### config.mk
export PLATFORM = sky130hd
export DESIGN_NAME = heartbeat_liveness_table
export DESIGN_NICKNAME = d
export VERILOG_FILES = /design/src/hdl/hlt_pkg.sv /design/src/hdl/hlt_ram.sv /design/src/hdl/hlt_cmp.sv /design/src/hdl/heartbeat_liveness_table.sv
export VERILOG_INCLUDE_DIRS = /design/src /design/src/hdl
export SDC_FILE = /design/constraint.sdc
export NUM_CORES = 1
export LEC_CHECK = 0
export BUFFER_PORTS_ARGS = -buffer_cell sky130_fd_sc_hd__buf_2
export CAP_MARGIN = 20
export CORE_UTILIZATION = 45
export CTS_BUF_LIST = sky130_fd_sc_hd__clkbuf_4 sky130_fd_sc_hd__clkbuf_8
export CTS_CLUSTER_SIZE = 12
export DETAILED_ROUTE_END_ITERATION = 10
export SETUP_SLACK_MARGIN = 0.1
export SLEW_MARGIN = 25
export SYNTH_ARGS = -nofsm -noshare
export SYNTH_HDL_FRONTEND = slang
export SYNTH_HIERARCHICAL = 1
export SYNTH_SLANG_ARGS = --single-unit
### constraint.sdc
create_clock -name clk -period 9.2 [get_ports clk]
set_input_delay 0 -clock clk [delete_from_list [all_inputs] [get_ports clk]]
set_output_delay 0 -clock clk [all_outputs]
set_load 0.03 [all_outputs]
### src/hdl/heartbeat_liveness_table_assert.svh
// assertion helpers, clocked on clk and disabled while rst_n is low
`ifndef HEARTBEAT_LIVENESS_TABLE_ASSERT_SVH
`define HEARTBEAT_LIVENESS_TABLE_ASSERT_SVH

// same-cycle implication
`define HLT_ASSERT_IMP(label, ante, cons, msg) \
  label: assert property (@(posedge clk) disable iff (!rst_n) (ante) |-> (cons)) \
    else $error(msg);

// next-cycle implication
`define HLT_ASSERT_NXT(label, ante, cons, msg) \
  label: assert property (@(posedge clk) disable iff (!rst_n) (ante) |=> (cons)) \
    else $error(msg);

`endif

### src/hdl/hlt_pkg.sv
`timescale 1ns / 1ps
package hlt_pkg;

  localparam int USER_W  = 16;
  localparam int AGE_W   = 8;
  localparam int ENTRY_W = USER_W + AGE_W;
  localparam int KIND_W  = 2;

  localparam logic [AGE_W-1:0]  AGE_MAX     = 8'd255;
  localparam logic [AGE_W-1:0]  LIMIT_RESET = 8'd5;

  localparam logic [KIND_W-1:0] KIND_OFFLINE = 2'd0;
  localparam logic [KIND_W-1:0] KIND_ONLINE  = 2'd1;
  localparam logic [KIND_W-1:0] KIND_REFUSED = 2'd2;

  localparam logic CMD_HEARTBEAT = 1'b0;
  localparam logic CMD_TICK      = 1'b1;

  typedef struct packed {
    logic eq;
    logic lt;
    logic gt;
  } hlt_cmp_t;

endpackage

### src/hdl/hlt_ram.sv
`timescale 1ns / 1ps
module hlt_ram #(
  parameter int WIDTH = 24,
  parameter int DEPTH = 16
) (
  input  logic                                      clk,
  input  logic                                      wr_en,
  input  logic [((DEPTH > 1) ? $clog2(DEPTH) : 1)-1:0] wr_addr,
  input  logic [WIDTH-1:0]                          wr_data,
  input  logic                                      rd_en,
  input  logic [((DEPTH > 1) ? $clog2(DEPTH) : 1)-1:0] rd_addr,
  output logic [WIDTH-1:0]                          rd_data
);

  logic [WIDTH-1:0] mem [DEPTH];

  always_ff @(posedge clk) begin
    if (wr_en) begin
      mem[wr_addr] <= wr_data;
    end
    if (rd_en) begin
      rd_data <= mem[rd_addr];
    end
  end

endmodule

### src/hdl/hlt_cmp.sv
`timescale 1ns / 1ps
module hlt_cmp (
  input  logic [hlt_pkg::USER_W-1:0] a,
  input  logic [hlt_pkg::USER_W-1:0] b,
  output hlt_pkg::hlt_cmp_t          res
);
  import hlt_pkg::*;

  always_comb begin
    res.eq = (a == b);
    res.lt = (a < b);
    res.gt = (a > b);
  end

endmodule

### src/hdl/heartbeat_liveness_table.sv
`timescale 1ns / 1ps
// channel  dir  handshake            payload
// in       in   in_tvalid/tready     tdata {start_age, user_id}, tuser command
// out      out  out_tvalid/tready    tdata event_user, tuser event_kind, tlast last_event
// cfg      in   cfg_we               cfg_wdata age_limit
//
// Every item walks the table through one registered-read RAM port, one entry a cycle.
// Heartbeat: one pass over the table, ended early on a hit. Tick: one aging pass, then
// one min-search pass per removed user.
// Synchronous active-low reset empties the table at once; RAM contents are not cleared.
// A held output stalls the sequencer only when the next result is ready to load.
module heartbeat_liveness_table #(
  parameter int TABLE_DEPTH = 16
) (
  input  logic                         clk,
  input  logic                         rst_n,
  input  logic                         cfg_we,
  input  logic [hlt_pkg::AGE_W-1:0]    cfg_wdata,   // age_limit
  input  logic                         in_tvalid,
  output logic                         in_tready,
  input  logic [23:0]                  in_tdata,    // user_id [15:0], start_age [23:16]
  input  logic [0:0]                   in_tuser,    // command
  output logic                         out_tvalid,
  input  logic                         out_tready,
  output logic [hlt_pkg::USER_W-1:0]   out_tdata,   // event_user
  output logic [hlt_pkg::KIND_W-1:0]   out_tuser,   // event_kind
  output logic                         out_tlast    // last_event
);
  import hlt_pkg::*;

  localparam int IW = (TABLE_DEPTH > 1) ? $clog2(TABLE_DEPTH) : 1;
  localparam int CW = $clog2(TABLE_DEPTH + 1);
  localparam logic [IW-1:0] LAST_IDX = IW'(TABLE_DEPTH - 1);

  typedef enum logic [5:0] {
    ST_IDLE    = 6'b000001,
    ST_HB_SCAN = 6'b000010,
    ST_HB_EMIT = 6'b000100,
    ST_TK_SCAN = 6'b001000,
    ST_TK_FIND = 6'b010000,
    ST_TK_EMIT = 6'b100000
  } state_t;

  state_t                 st_r, st_nxt;
  logic [AGE_W-1:0]       limit_r, limit_nxt;
  logic [TABLE_DEPTH-1:0] valid_r, valid_nxt;
  logic [TABLE_DEPTH-1:0] exp_r, exp_nxt;
  logic [CW-1:0]          exp_cnt_r, exp_cnt_nxt;
  logic [IW-1:0]          rd_idx_r, rd_idx_nxt;
  logic                   rd_done_r, rd_done_nxt;
  logic                   chk_vld_r, chk_vld_nxt;
  logic [IW-1:0]          chk_idx_r, chk_idx_nxt;
  logic [USER_W-1:0]      hb_user_r, hb_user_nxt;
  logic [AGE_W-1:0]       hb_age_r, hb_age_nxt;
  logic                   free_found_r, free_found_nxt;
  logic [IW-1:0]          free_idx_r, free_idx_nxt;
  logic                   min_found_r, min_found_nxt;
  logic [USER_W-1:0]      min_user_r, min_user_nxt;
  logic [IW-1:0]          min_idx_r, min_idx_nxt;
  logic                   out_valid_r, out_valid_nxt;
  logic [USER_W-1:0]      out_user_r, out_user_nxt;
  logic [KIND_W-1:0]      out_kind_r, out_kind_nxt;
  logic                   out_last_r, out_last_nxt;

  logic                   ram_we, ram_re;
  logic [IW-1:0]          ram_waddr;
  logic [ENTRY_W-1:0]     ram_wdata, ram_rdata;
  logic [USER_W-1:0]      rd_user;
  logic [AGE_W-1:0]       rd_age, age_inc;
  logic [USER_W-1:0]      cmp_a, cmp_b;
  hlt_cmp_t               cmp_res;
  logic                   scan_st, scan_end, scan_rst, out_free, emit_load;

  hlt_ram #(
    .WIDTH(ENTRY_W),
    .DEPTH(TABLE_DEPTH)
  ) u_ram (
    .clk    (clk),
    .wr_en  (ram_we),
    .wr_addr(ram_waddr),
    .wr_data(ram_wdata),
    .rd_en  (ram_re),
    .rd_addr(rd_idx_r),
    .rd_data(ram_rdata)
  );

  hlt_cmp u_cmp (
    .a  (cmp_a),
    .b  (cmp_b),
    .res(cmp_res)
  );

  assign rd_user  = ram_rdata[ENTRY_W-1:AGE_W];
  assign rd_age   = ram_rdata[AGE_W-1:0];
  assign age_inc  = (rd_age == AGE_MAX) ? rd_age : rd_age + 8'd1;
  assign scan_st  = (st_r == ST_HB_SCAN) || (st_r == ST_TK_SCAN) || (st_r == ST_TK_FIND);
  assign scan_end = rd_done_r && !chk_vld_r;
  assign ram_re   = scan_st && !rd_done_r;
  assign out_free = !out_valid_r || out_tready;

  assign in_tready  = (st_r == ST_IDLE);
  assign out_tvalid = out_valid_r;
  assign out_tdata  = out_user_r;
  assign out_tuser  = out_kind_r;
  assign out_tlast  = out_last_r;

  always_comb begin
    unique case (st_r)
      ST_TK_SCAN: begin
        cmp_a = {{(USER_W - AGE_W){1'b0}}, rd_age};
        cmp_b = {{(USER_W - AGE_W){1'b0}}, limit_r};
      end
      ST_TK_FIND: begin
        cmp_a = rd_user;
        cmp_b = min_user_r;
      end
      default: begin
        cmp_a = rd_user;
        cmp_b = hb_user_r;
      end
    endcase
  end

  always_comb begin
    st_nxt         = st_r;
    limit_nxt      = cfg_we ? cfg_wdata : limit_r;
    valid_nxt      = valid_r;
    exp_nxt        = exp_r;
    exp_cnt_nxt    = exp_cnt_r;
    rd_idx_nxt     = rd_idx_r;
    rd_done_nxt    = rd_done_r;
    chk_vld_nxt    = 1'b0;
    chk_idx_nxt    = chk_idx_r;
    hb_user_nxt    = hb_user_r;
    hb_age_nxt     = hb_age_r;
    free_found_nxt = free_found_r;
    free_idx_nxt   = free_idx_r;
    min_found_nxt  = min_found_r;
    min_user_nxt   = min_user_r;
    min_idx_nxt    = min_idx_r;
    out_user_nxt   = out_user_r;
    out_kind_nxt   = out_kind_r;
    out_last_nxt   = out_last_r;
    ram_we         = 1'b0;
    ram_waddr      = chk_idx_r;
    ram_wdata      = {hb_user_r, hb_age_r};
    scan_rst       = 1'b0;
    emit_load      = 1'b0;

    // advance the read pointer one entry a cycle
    if (scan_st) begin
      chk_vld_nxt = !rd_done_r;
      chk_idx_nxt = rd_idx_r;
      if (!rd_done_r) begin
        if (rd_idx_r == LAST_IDX) begin
          rd_done_nxt = 1'b1;
        end else begin
          rd_idx_nxt = rd_idx_r + 1'b1;
        end
      end
    end

    unique case (st_r)
      ST_IDLE: begin
        if (in_tvalid) begin
          hb_user_nxt    = in_tdata[USER_W-1:0];
          hb_age_nxt     = in_tdata[USER_W+AGE_W-1:USER_W];
          free_found_nxt = 1'b0;
          scan_rst       = 1'b1;
          st_nxt         = (in_tuser[0] == CMD_TICK) ? ST_TK_SCAN : ST_HB_SCAN;
        end
      end
      ST_HB_SCAN: begin
        if (chk_vld_r) begin
          if (valid_r[chk_idx_r] && cmp_res.eq) begin
            ram_we    = 1'b1;
            ram_wdata = {hb_user_r, {AGE_W{1'b0}}};
            st_nxt    = ST_IDLE;
          end else if (!valid_r[chk_idx_r] && !free_found_r) begin
            free_found_nxt = 1'b1;
            free_idx_nxt   = chk_idx_r;
          end
        end
        if (scan_end) begin
          st_nxt = ST_HB_EMIT;
        end
      end
      ST_HB_EMIT: begin
        if (out_free) begin
          emit_load    = 1'b1;
          out_user_nxt = hb_user_r;
          out_kind_nxt = free_found_r ? KIND_ONLINE : KIND_REFUSED;
          out_last_nxt = 1'b1;
          if (free_found_r) begin
            ram_we                = 1'b1;
            ram_waddr             = free_idx_r;
            ram_wdata             = {hb_user_r, hb_age_r};
            valid_nxt[free_idx_r] = 1'b1;
          end
          st_nxt = ST_IDLE;
        end
      end
      ST_TK_SCAN: begin
        if (chk_vld_r && valid_r[chk_idx_r]) begin
          if (cmp_res.gt) begin
            valid_nxt[chk_idx_r] = 1'b0;
            exp_nxt[chk_idx_r]   = 1'b1;
            exp_cnt_nxt          = exp_cnt_r + 1'b1;
          end else begin
            ram_we    = 1'b1;
            ram_wdata = {rd_user, age_inc};
          end
        end
        if (scan_end) begin
          if (exp_cnt_r == '0) begin
            st_nxt = ST_IDLE;
          end else begin
            scan_rst      = 1'b1;
            min_found_nxt = 1'b0;
            st_nxt        = ST_TK_FIND;
          end
        end
      end
      ST_TK_FIND: begin
        if (chk_vld_r && exp_r[chk_idx_r] && (!min_found_r || cmp_res.lt)) begin
          min_found_nxt = 1'b1;
          min_user_nxt  = rd_user;
          min_idx_nxt   = chk_idx_r;
        end
        if (scan_end) begin
          st_nxt = ST_TK_EMIT;
        end
      end
      ST_TK_EMIT: begin
        if (out_free) begin
          emit_load            = 1'b1;
          out_user_nxt         = min_user_r;
          out_kind_nxt         = KIND_OFFLINE;
          out_last_nxt         = (exp_cnt_r == CW'(1));
          exp_nxt[min_idx_r]   = 1'b0;
          exp_cnt_nxt          = exp_cnt_r - 1'b1;
          if (exp_cnt_r == CW'(1)) begin
            st_nxt = ST_IDLE;
          end else begin
            scan_rst      = 1'b1;
            min_found_nxt = 1'b0;
            st_nxt        = ST_TK_FIND;
          end
        end
      end
      default: begin
        st_nxt = ST_IDLE;
      end
    endcase

    // restart the walk at entry zero
    if (scan_rst) begin
      rd_idx_nxt  = '0;
      rd_done_nxt = 1'b0;
      chk_vld_nxt = 1'b0;
    end

    if (emit_load) begin
      out_valid_nxt = 1'b1;
    end else if (out_tready) begin
      out_valid_nxt = 1'b0;
    end else begin
      out_valid_nxt = out_valid_r;
    end
  end

  always_ff @(posedge clk) begin
    if (!rst_n) begin
      st_r        <= ST_IDLE;
      limit_r     <= LIMIT_RESET;
      valid_r     <= '0;
      exp_r       <= '0;
      exp_cnt_r   <= '0;
      rd_done_r   <= 1'b0;
      chk_vld_r   <= 1'b0;
      out_valid_r <= 1'b0;
    end else begin
      st_r        <= st_nxt;
      limit_r     <= limit_nxt;
      valid_r     <= valid_nxt;
      exp_r       <= exp_nxt;
      exp_cnt_r   <= exp_cnt_nxt;
      rd_done_r   <= rd_done_nxt;
      chk_vld_r   <= chk_vld_nxt;
      out_valid_r <= out_valid_nxt;
    end
  end

  always_ff @(posedge clk) begin
    rd_idx_r     <= rd_idx_nxt;
    chk_idx_r    <= chk_idx_nxt;
    hb_user_r    <= hb_user_nxt;
    hb_age_r     <= hb_age_nxt;
    free_found_r <= free_found_nxt;
    free_idx_r   <= free_idx_nxt;
    min_found_r  <= min_found_nxt;
    min_user_r   <= min_user_nxt;
    min_idx_r    <= min_idx_nxt;
    out_user_r   <= out_user_nxt;
    out_kind_r   <= out_kind_nxt;
    out_last_r   <= out_last_nxt;
  end

`include "heartbeat_liveness_table_assert.svh"

  `HLT_ASSERT_IMP(a_exp_count, 1'b1, exp_cnt_r == CW'($countones(exp_r)), "expiry count mismatch")
  `HLT_ASSERT_IMP(a_exp_not_live, 1'b1, (exp_r & valid_r) == '0, "expired entry still live")
  `HLT_ASSERT_NXT(a_tick_drain,
    (st_r == ST_TK_EMIT) && out_free && (exp_cnt_r == CW'(1)),
    (exp_r == '0) && (st_r == ST_IDLE), "tick ended with pending removals")

endmodule
==> results of run 1 <==
## where the power goes
part	switching [mW]	total (mW)	internal [mW]
Combinational	0.409	0.694	0.285
Clock	0.955	2.08	1.12
Sequential	0.0974	2.92	2.82
Total	1.46	5.69	4.23
## metrics by stage
stage               total power [mW]  area [um2]  worst slack (ns)   util  instances
global route                    5.92       26100              3.04  0.530       2301
detailed placement              3.63       23500              3.35  0.479       2075
CTS                             5.74       26000              3.38  0.528       2299
floorplan                       3.41       22500              3.16      -       1406
finish                          5.69       26100              3.28  0.530       2301
global placement                3.62       23500              3.66  0.479       2075
## worst max-delay path: cells and delay by family, from the launching register on
family	cells	cell delay, ns
AOI/OAI and AO/OA	2	0.60
adders and majority gates	1	0.33
DFF	1	0.47
and+or+nand+nor	9	4.11
## area by class of cell
class	count	area [um2]	area share
flip-flops and latches	539	15600	0.599
well taps	664	831	0.0319
multi-input cells	742	6520	0.250
inverters	52	195	0.00749
clock buffers	127	1550	0.0596
clock inverters	33	219	0.00840
repair buffers	144	1140	0.0436
## cells by family after synthesis
logic type / share of synthesized area
DFF: 0.694
and+or+nand+nor: 0.0770
AOI/OAI and AO/OA: 0.0663
muxes: 0.122
buffers and inverters: 0.0248
adders and majority gates: 0.0122
xor gates and xnor gates: 0.00351
## how the worst max path moves through the flow
stage,slack (ns),to,start
global placement,3.66,u_ram/mem[2][5],st_r[1]
global route,3.04,u_ram/mem[2][19],st_r[3]
floorplan,3.16,u_ram/mem[0][0],st_r[1]
finish,3.28,u_ram/mem[10][1],st_r[3]
CTS,3.38,u_ram/mem[11][17],st_r[2]
detailed placement,3.35,u_ram/mem[11][4],st_r[1]
## timing repair
action	in CTS	in global routing
hold buffers	64	0
setup endpoints to repair	0	0
endpoints found under the hold margin	51	0
setup buffers	0	0
## registers in the layout (all words and copies together) (netlist names)
| signal | cells |
|---|---|
| chk_idx_r | 4 |
| chk_vld_r | 1 |
| exp_cnt_r | 5 |
| exp_r | 16 |
| free_found_r | 1 |
| free_idx_r | 4 |
| hb_age_r | 8 |
| hb_user_r | 16 |
| limit_r | 8 |
| min_found_r | 1 |
| min_idx_r | 4 |
| min_user_r | 16 |
| out_tdata | 16 |
| out_tlast | 1 |
| out_tuser | 2 |
| out_tvalid | 1 |
| rd_done_r | 1 |
| rd_idx_r | 4 |
| st_r | 6 |
| u_ram/mem | 384 |
| u_ram/rd_data | 24 |
| valid_r | 16 |
## Yosys cell counts, drive strengths merged, types with 19 or more instances
master	count	area, um2
edfxtp	481	14400
nand2	177	664
mux4	102	2310
dfxtp	58	1160
a22oi	57	428
inv	52	195
o21ai	49	245
clkbuf	48	180
nor2	40	153
a21oi	27	135
buf	25	181
ha	22	275
mux2	22	293
nand2b	19	119
## layout by cell type, fill, tap and decap left out, types with 13 or more instances in the layout
master,count
edfxtp_1,481
nand2_1,177
mux4_2,99
clkbuf_8,96
dlygate4sd3_1,64
buf_2,58
a22oi_1,57
dfxtp_1,56
inv_1,52
o21ai_0,49
clkbuf_4,31
a21oi_1,27
nor2_1,23
ha_1,22
buf_4,20
nand2b_1,19
and2_1,15
clkinv_2,15
nor2b_1,14
mux2i_1,14
nand3_1,14
o211ai_1,13
nor2_4,13
## metal layers
metal	routed length [um]	global-route usage	vias to the layer above
li1	-	-	5855
met2	25100	0.329	406
met1	24300	0.305	6746
met4	913	0.0669	0
met5	0	0	-
met3	2890	0.0416	83
==> run metrics, run 1 <==
Root Buffer clkbuf_8; post-cts sizing count 0; final setup vio count 0; Worst Tran Pin Value 1.09 ns; Nets 1628; total negative slack 0 ns; Max Clock Freq 0.169 GHz; port bufs 58; area of the mapped netlist 22500 um2; hold_sp in_tdata[4]; R2R depth 12; Mapped Cells 1406; Syn Area/Cell 16.0 um2; Max Transition Viols Final 0; # fillers 3959; drt via density 5.69; Area Overhead vs Synth 16.0%; IO Count 59; routed wire length 53.2 mm; die area 50900 um2; Synth Warn # 6; routability cong. 0.863; global-route wire length before repair 79.8 mm; diode count 0; P per Cell Area 218 nW/um2; worst reg2reg path endpoint u_ram/mem[10][1]; kind of path behind the tightest hold check in -> reg; R2R Setup Slk 3.28 ns; CP peak stage delay 0.94 ns; H-tree depth 3; Core Region 49200 um2; layout cell share with drive strength beyond 1 0.245; worst-path fanout max 32; CP required 9.49 ns; initial DRC count 1088; RSZ-0062 raised after global routing false; hold slack 0.0621 ns; EDFF count, synth 481; Hold Vio Cnt, Final 0; WL per Instance 23.1 um; clk buf depth 3; fin crit period 5.92 ns; overall die height 226 um; vias in the first global route 12894; clk_skew 0.0504 ns; Worst Path Arrival 6.21 ns; Clock Pin Slew Worst Setup and Hold Paths 0.06 ns; register area share after synthesis 0.694; CP max stage cell nor2_4; Top FF cell, synth edfxtp_1; Max VDD drop 130 uV; Max-slew headroom 0.269; Die X 226 um; Initial Util 0.457; Num CTS Buffers 89; # clock sinks 539; largest net degree at the start of global routing 73; Routed Antenna Nets 0; Critical Path, Cell by Cell nor4b_1 > nand2_1 > and2_1 > ha_1 > nand4_1 > nor4_1 > a31oi_1 > nor2_1 > o221ai_2 > nand2_1 > nand3b_1 > nor2_4; Initial DRT Pass Iterations 7; GR Util All Layers 0.213; fin crit share 0.644; Post-route DRC 0; Synth cell types 70; flops & latches, synth 539; CTS tree yes; max-cap violations 0; Clk Latency, worst-skew pair 0.69 ns; placed wire-length estimate 32.0 mm; Hold Path End hb_user_r[4]; Mapped Nets 1466; Setup CP Type reg -> reg; asr flop ratio synth 0; LEAKAGE 8.72 nW; worst reg2reg startpoint st_r[3]; outcome complete, no violations; aggregate global routing overflow 0; initial antenna violation count 0; Crit. End Element register; Crit path top cell by count nand2_1; Worst Setup Start Kind register; vias 13090; Min-Delay Path Depth 2; FP Rows 81
Note: power is estimated with default switching activity, not from simulation.
==> inputs of run 2 (changes only) <==
ABC_AREA = 1   (was unset)
clock period = 5.6 ns   (was 9.2 ns; I/O delays follow)
==> run metrics, run 2 <==
outcome complete, no violations (unchanged); hold_sp in_tdata[4] (unchanged); commonest cells in the netlist nand2_1 (786), edfxtp_1 (481), inv_1 (410) (was edfxtp_1 (481), nand2_1 (177), mux4_2 (99)); Clk Latency, worst-skew pair 0.69 ns (about the same); placed wire-length estimate 40.2 mm (was 32.0 mm); LEAKAGE 12.0 nW (was 8.72 nW); largest family of logic cells by synthesized area simple AND/OR/NAND/NOR gates (was multiplexers); worst reg2reg startpoint st_r[5] (was st_r[3]); part of the power in registers 0.451 (was 0.513); Root Buffer clkbuf_8 (unchanged); R2R Setup Slk 0.83 ns (was 3.28 ns); Clock Pin Slew Worst Setup and Hold Paths 0.06 ns (about the same); Setup CP Type reg -> reg (unchanged); most frequent cells in the layout nand2_1 (786), edfxtp_1 (481), inv_1 (409) (was edfxtp_1 (481), nand2_1 (177), mux4_2 (99)); Top FF cell, synth edfxtp_1 (unchanged); CP peak stage delay 0.63 ns (was 0.94 ns); Hold Path End hb_user_r[4] (unchanged); post-layout util 0.525 (was 0.530); Worst Tran Pin Value 1.05 ns (was 1.09 ns); number of flip-flops in the largest register 384 (unchanged); post-synth top area cell edfxtp_1 (unchanged); H-tree depth 3 (unchanged); WL per Instance 19.1 um (was 23.1 um); final setup vio count 0 (unchanged); overall die height 236 um (was 226 um); Syn Area/Cell 9.48 um2 (was 16.0 um2); Clk pwr share 0.321 (was 0.365); EDFF count, synth 481 (unchanged); asr flop ratio synth 0 (unchanged); drt via density 5.20 (was 5.69); total negative slack 0 ns (unchanged); hold slack 0.0521 ns (was 0.0621 ns); clk buf depth 3 (unchanged); multiplexer share of the synthesized area 0.00162 (was 0.122); largest net degree at the start of global routing 109 (was 73); post-cts sizing count 0 (unchanged); Synth Area in Compound Gates 0.0474 (was 0.0663); design area 28400 um2 (was 26100 um2); CP required 5.97 ns (was 9.49 ns); top post-synthesis cells by area edfxtp_1 (58%), nand2_1 (12%), nand3_1 (7.2%) (was edfxtp_1 (64%), mux4_2 (9.9%), dfxtp_1 (5.2%)); Setup WS post-layout 0.830 ns (was 3.28 ns); top-area cell type share of the netlist area 0.584 (was 0.643); Max VDD drop 229 uV (was 130 uV); Post-CTS Setup Inserts 0 (unchanged); aggregate global routing overflow 0 (unchanged); Max-slew headroom 0.292 (was 0.269); worst-path fanout max 24 (was 32); clk_skew 0.0462 ns (was 0.0504 ns); flops & latches, synth 539 (unchanged); Logic pwr share 0.227 (was 0.122); diode count 0 (unchanged); max-cap violations 0 (unchanged); Top reg by flops u_ram/mem (unchanged); Cells after DPL 3287 (was 2075); GR Util All Layers 0.243 (was 0.213); Nets 2812 (was 1628); Max Clock Freq 0.210 GHz (was 0.169 GHz); Post-route DRC 0 (unchanged); Mapped Cells 2609 (was 1406); R2R depth 19 (was 12); initial DRC count 1884 (was 1088); RSZ-0062 raised after global routing false (unchanged); routed wire length 67.4 mm (was 53.2 mm); Crit. End Element register (unchanged); CTS tree yes (unchanged); fin crit share 0.852 (was 0.644); fin crit period 4.77 ns (was 5.92 ns); P per Cell Area 389 nW/um2 (was 218 nW/um2); Adder-Cell Fraction of Synth Area 0.0111 (was 0.0122); most common cell after layout, fill and taps aside nand2_1 (was edfxtp_1); CP max stage cell nor2_4 (unchanged); worst reg2reg path endpoint u_ram/mem[6][17] (was u_ram/mem[10][1]); Crit path max-delay family simple AND/OR/NAND/NOR gates (unchanged); Min-Delay Path Depth 2 (unchanged); simple logic cell fraction of the synthesized area 0.218 (was 0.0770); layout cell share with drive strength beyond 1 0.105 (was 0.245); global-route wire length before repair 104 mm (was 79.8 mm); Initial Util 0.458 (was 0.457); Routed Antenna Nets 0 (unchanged); Internal 7.45 mW (was 4.23 mW); routability cong. 0.943 (was 0.863); Worst Path Arrival 5.14 ns (was 6.21 ns); Hold Vio Cnt, Final 0 (unchanged); Critical Path, Cell by Cell nor2_4 > nand4_2 > buf_4 > nand2_1 > inv_1 > nand2_1 > o21ai_0 > inv_1 > ha_1 > a21oi_1 > nand2_1 > a21oi_1 > a21oi_1 > nor2_2 > nand2_2 > nand3_1 > nand3b_1 > nor2_4 > buf_4 (was nor4b_1 > nand2_1 > and2_1 > ha_1 > nand4_1 > nor4_1 > a31oi_1 > nor2_1 > o221ai_2 > nand2_1 > nand3b_1 > nor2_4); die area 55900 um2 (was 50900 um2); IO Count 59 (unchanged); # clock sinks 539 (unchanged); Mapped Nets 2669 (was 1466); Num CTS Buffers 93 (was 89); kind of path behind the tightest hold check in -> reg (unchanged); worst path bufs/invs 4 (was 0); Core Region 54000 um2 (was 49200 um2); Max Transition Viols Final 0 (unchanged); top flop regs u_ram/mem x384, u_ram/rd_data x24 (unchanged); dpl ws 0.838 ns (was 3.35 ns); vias in the first global route 17923 (was 12894); FP Rows 85 (was 81); Post-Place Cell Area 25900 um2 (was 23500 um2); Final Non-Filler Cells 3522 (was 2301); Synth Warn # 6 (unchanged); Die X 236 um (was 226 um); Initial DRT Pass Iterations 5 (was 7); register area share after synthesis 0.631 (was 0.694); XOR/XNOR Fraction of Synth Area 0.00354 (was 0.00351); area of the mapped netlist 24700 um2 (was 22500 um2); top-count cell post-synth nand2_1 (was edfxtp_1); Worst Setup Start Kind register (unchanged); sw power 3.60 mW (was 1.46 mW); switching share of total power 0.326 (was 0.257); vias 18316 (was 13090); Area Overhead vs Synth 14.8% (was 16.0%); port bufs 58 (unchanged); Synth cell types 45 (was 70); initial antenna violation count 1 (was 0); Pwr Total 11.1 mW (was 5.69 mW)
## run 2: kinds of logic after synthesis
kind of cell             Yosys count
buffers and inverters            535
adder cells (fa/ha/maj)           22
XOR/XNOR                          10
AND/OR/NAND/NOR                 1281
multiplexers                       4
flip-flops                       539
AO/OA/AOI/OAI                    218
## run 2: per-layer routing
| layer | vias up | global-route usage | share of wire |
|---|---|---|---|
| met5 | - | 0 | 0 |
| met1 | 8688 | 0.331 | 0.43 |
| met3 | 109 | 0.0462 | 0.079 |
| li1 | 8816 | - | - |
| met2 | 703 | 0.388 | 0.46 |
| met4 | 0 | 0.0866 | 0.025 |
## run 2: power groups by stage
| stage | clock network, mW | logic [mW] | registers (mW) |
|---|---|---|---|
| 3_5_place_dp | 0 | 2.44 | 5.06 |
| 3_3_place_gp | 0 | 2.41 | 5.06 |
| 2_1_floorplan | 0 | 1.78 | 4.94 |
| 5_1_grt | 3.80 | 2.81 | 5.00 |
| 6_report | 3.55 | 2.51 | 4.99 |
| 4_1_cts | 3.64 | 2.50 | 4.98 |
## run 2: cell type report
type | count | area [um2]
fill | 4936 | 25600
inverter | 417 | 1570
sequential | 539 | 15600
multi-input combinational | 1535 | 7100
clock buffer | 140 | 1650
clock inverter | 29 | 185
tap | 696 | 871
timing repair buffer | 166 | 1390
## run 2: what timing repair did
item,4_1_cts,5_1_grt
hold endpoints to repair,60,0
hold buffers,66,0
setup endpoints to repair,0,0
## run 2: how the worst max path moves through the flow
stage | startpoint | end | cells after the start
floorplan | st_r[5] | u_ram/mem[12][0] | 20
global placement | st_r[5] | u_ram/mem[6][17] | 19
detailed placement | st_r[5] | u_ram/mem[6][17] | 19
CTS | st_r[5] | u_ram/mem[6][17] | 19
global route | st_r[5] | u_ram/mem[15][10] | 20
finish | st_r[5] | u_ram/mem[6][17] | 19
==> inputs of run 3 (changes only) <==
ABC_AREA = unset   (was 1)
clock period = 4.58 ns   (was 5.6 ns; I/O delays follow)
==> run metrics, run 3 (synthesis results as in run 1) <==
Worst Path Arrival 4.63 ns (was 5.14 ns); initial DRC count 1190 (was 1884); fin crit period 4.28 ns (was 4.77 ns); clk_skew 0.0418 ns (was 0.0462 ns); Area Overhead vs Synth 17.5% (was 14.8%); Max Clock Freq 0.234 GHz (was 0.210 GHz); Num CTS Buffers 88 (was 93); hold slack 0.0530 ns (was 0.0521 ns); drt via density 5.64 (was 5.20); Max Transition Viols Final 0 (unchanged); die area 50900 um2 (was 55900 um2); port bufs 58 (unchanged); dpl ws 0.0995 ns (was 0.838 ns); Levels on crit path 17 (was 19); Nets 1672 (was 2812); layout cell share with drive strength beyond 1 0.268 (was 0.105); Top reg by flops u_ram/mem (unchanged); Root Buffer clkbuf_8 (unchanged); vias 13212 (was 18316); routability cong. 0.870 (was 0.943); placed wire-length estimate 33.9 mm (was 40.2 mm); Worst Tran Pin Value 1.11 ns (was 1.05 ns); vias in the first global route 13116 (was 17923); worst-path fanout max 14 (was 24); design area 26400 um2 (was 28400 um2); clk buf depth 3 (unchanged); RSZ-0062 raised after global routing false (unchanged); outcome complete, no violations (unchanged); IO Count 59 (unchanged); Crit path top cell by count inv_1; WL per Instance 23.2 um (was 19.1 um); Clock Pin Slew Worst Setup and Hold Paths 0.06 ns (about the same); Clk Latency, worst-skew pair 0.67 ns (was 0.69 ns); CP required 4.93 ns (was 5.97 ns); CTS tree yes (unchanged); Setup WS post-layout 0.298 ns (was 0.830 ns); Worst Setup Start Kind register (unchanged); global-route wire length before repair 81.6 mm (was 104 mm); H-tree depth 3 (unchanged); GR Util All Layers 0.219 (was 0.243); Post-route DRC 0 (unchanged); R2R depth 17 (was 19); Max VDD drop 202 uV (was 229 uV); Critical Path, Cell by Cell or4_4 > nor3b_4 > buf_4 > clkbuf_16 > a22oi_1 > nand2_1 > inv_1 > ha_1 > nand4_1 > nor4_4 > inv_1 > nor2_2 > o221ai_4 > nand2_2 > or3b_4 > nor2_4 > buf_12 (was nor2_4 > nand4_2 > buf_4 > nand2_1 > inv_1 > nand2_1 > o21ai_0 > inv_1 > ha_1 > a21oi_1 > nand2_1 > a21oi_1 > a21oi_1 > nor2_2 > nand2_2 > nand3_1 > nand3b_1 > nor2_4 > buf_4); Min-Delay Path Depth 2 (unchanged); FP Rows 81 (was 85); Routed Antenna Nets 0 (unchanged); Setup CP Type reg -> reg (unchanged); # clock sinks 539 (unchanged); fin crit share 0.935 (was 0.852); max-cap violations 0 (unchanged); Core Region 49200 um2 (was 54000 um2); CP peak stage delay 0.56 ns (was 0.63 ns); Crit path max-delay family simple AND/OR/NAND/NOR gates (unchanged); Max-slew headroom 0.260 (was 0.292); worst path bufs/invs 5 (was 4); Post-Place Cell Area 24100 um2 (was 25900 um2); initial antenna violation count 1 (unchanged); Crit. End Element register (unchanged); largest net degree at the start of global routing 56 (was 109); Initial DRT Pass Iterations 5 (unchanged); overall die height 226 um (was 236 um); Initial Util 0.457 (was 0.458); Hold Vio Cnt, Final 0 (unchanged); Pwr Total 11.2 mW (was 11.1 mW); most frequent cells in the layout edfxtp_1 (481), nand2_1 (176), mux4_2 (99) (was nand2_1 (786), edfxtp_1 (481), inv_1 (409)); most common cell after layout, fill and taps aside edfxtp_1 (was nand2_1); kind of path behind the tightest hold check in -> reg (unchanged); top flop regs u_ram/mem x384, u_ram/rd_data x24 (unchanged); aggregate global routing overflow 0 (unchanged); LEAKAGE 8.93 nW (was 12.0 nW); P per Cell Area 425 nW/um2 (was 389 nW/um2); final setup vio count 0 (unchanged); routed wire length 54.4 mm (was 67.4 mm); CP max stage cell or4_4 (was nor2_4); number of flip-flops in the largest register 384 (unchanged); Die X 226 um (was 236 um)
## run 3: worst paths after layout
| check | start | endpoint | slack, ns |
|---|---|---|---|
| worst max-delay path | st_r[5] | u_ram/mem[3][4] | 0.30 |
| worst min-delay path | in_tdata[2] | hb_user_r[2] | 0.05 |
| worst max register to register | st_r[5] | u_ram/mem[3][4] | 0.30 |
| worst min register to register | exp_r[5] | exp_r[5] | 0.45 |
## run 3: layout make-up
| cell class | count | area, um2 |
|---|---|---|
| Antenna cell | 1 | 2.50 |
| Clock buffer | 120 | 1450 |
| Clock inverter | 35 | 161 |
| Fill cell | 3965 | 22700 |
| Inverter | 52 | 195 |
| Multi-Input combinational cell | 742 | 6610 |
| Sequential cell | 539 | 15600 |
| Tap cell | 664 | 831 |
| Timing Repair Buffer | 189 | 1550 |
## run 3: where the power goes
part | internal (mW) | total, mW | leakage (nW) | switching (mW)
combinational | 0.616 | 1.46 | 3.27 | 0.842
clock | 2.05 | 3.89 | 0.851 | 1.85
sequential | 5.67 | 5.87 | 4.81 | 0.207
## run 3: what timing repair did
action                                  CTS  global route
endpoints found under the hold margin    71             0
gates cloned                              0             1
setup buffers                             0            10
gates resized for setup                   2            12
hold buffers                             50             0
endpoints found under the setup margin   43           512
pin swaps                                 0             5
## run 3: metrics by stage
step / util / std cells / TNS, ns
final: 0.537 / 2342 / 0
after global routing: 0.537 / 2342 / 0
after CTS: 0.534 / 2330 / 0
after detailed placement: 0.490 / 2125 / 0
after global placement: 0.490 / 2125 / -0.827
after floorplan: - / 1406 / 0
## run 3: per-layer routing
| layer | vias up | track usage | routed length [um] |
|---|---|---|---|
| met1 | 6805 | 0.311 | 24700 |
| met3 | 72 | 0.0373 | 3000 |
| met4 | 0 | 0.0663 | 937 |
| li1 | 5940 | - | - |
| met2 | 395 | 0.345 | 25700 |
| met5 | - | 0 | 0 |
## run 3: worst reg2reg max path: stages (launching register included)
cell	delay, ns
dfxtp_1	0.33
or4_4	0.56
nor3b_4	0.27
buf_4	0.17
clkbuf_16	0.14
a22oi_1	0.10
nand2_1	0.09
inv_1	0.04
ha_1	0.29
nand4_1	0.16
nor4_4	0.35
inv_1	0.11
nor2_2	0.17
o221ai_4	0.15
nand2_2	0.15
or3b_4	0.46
nor2_4	0.23
buf_12	0.19
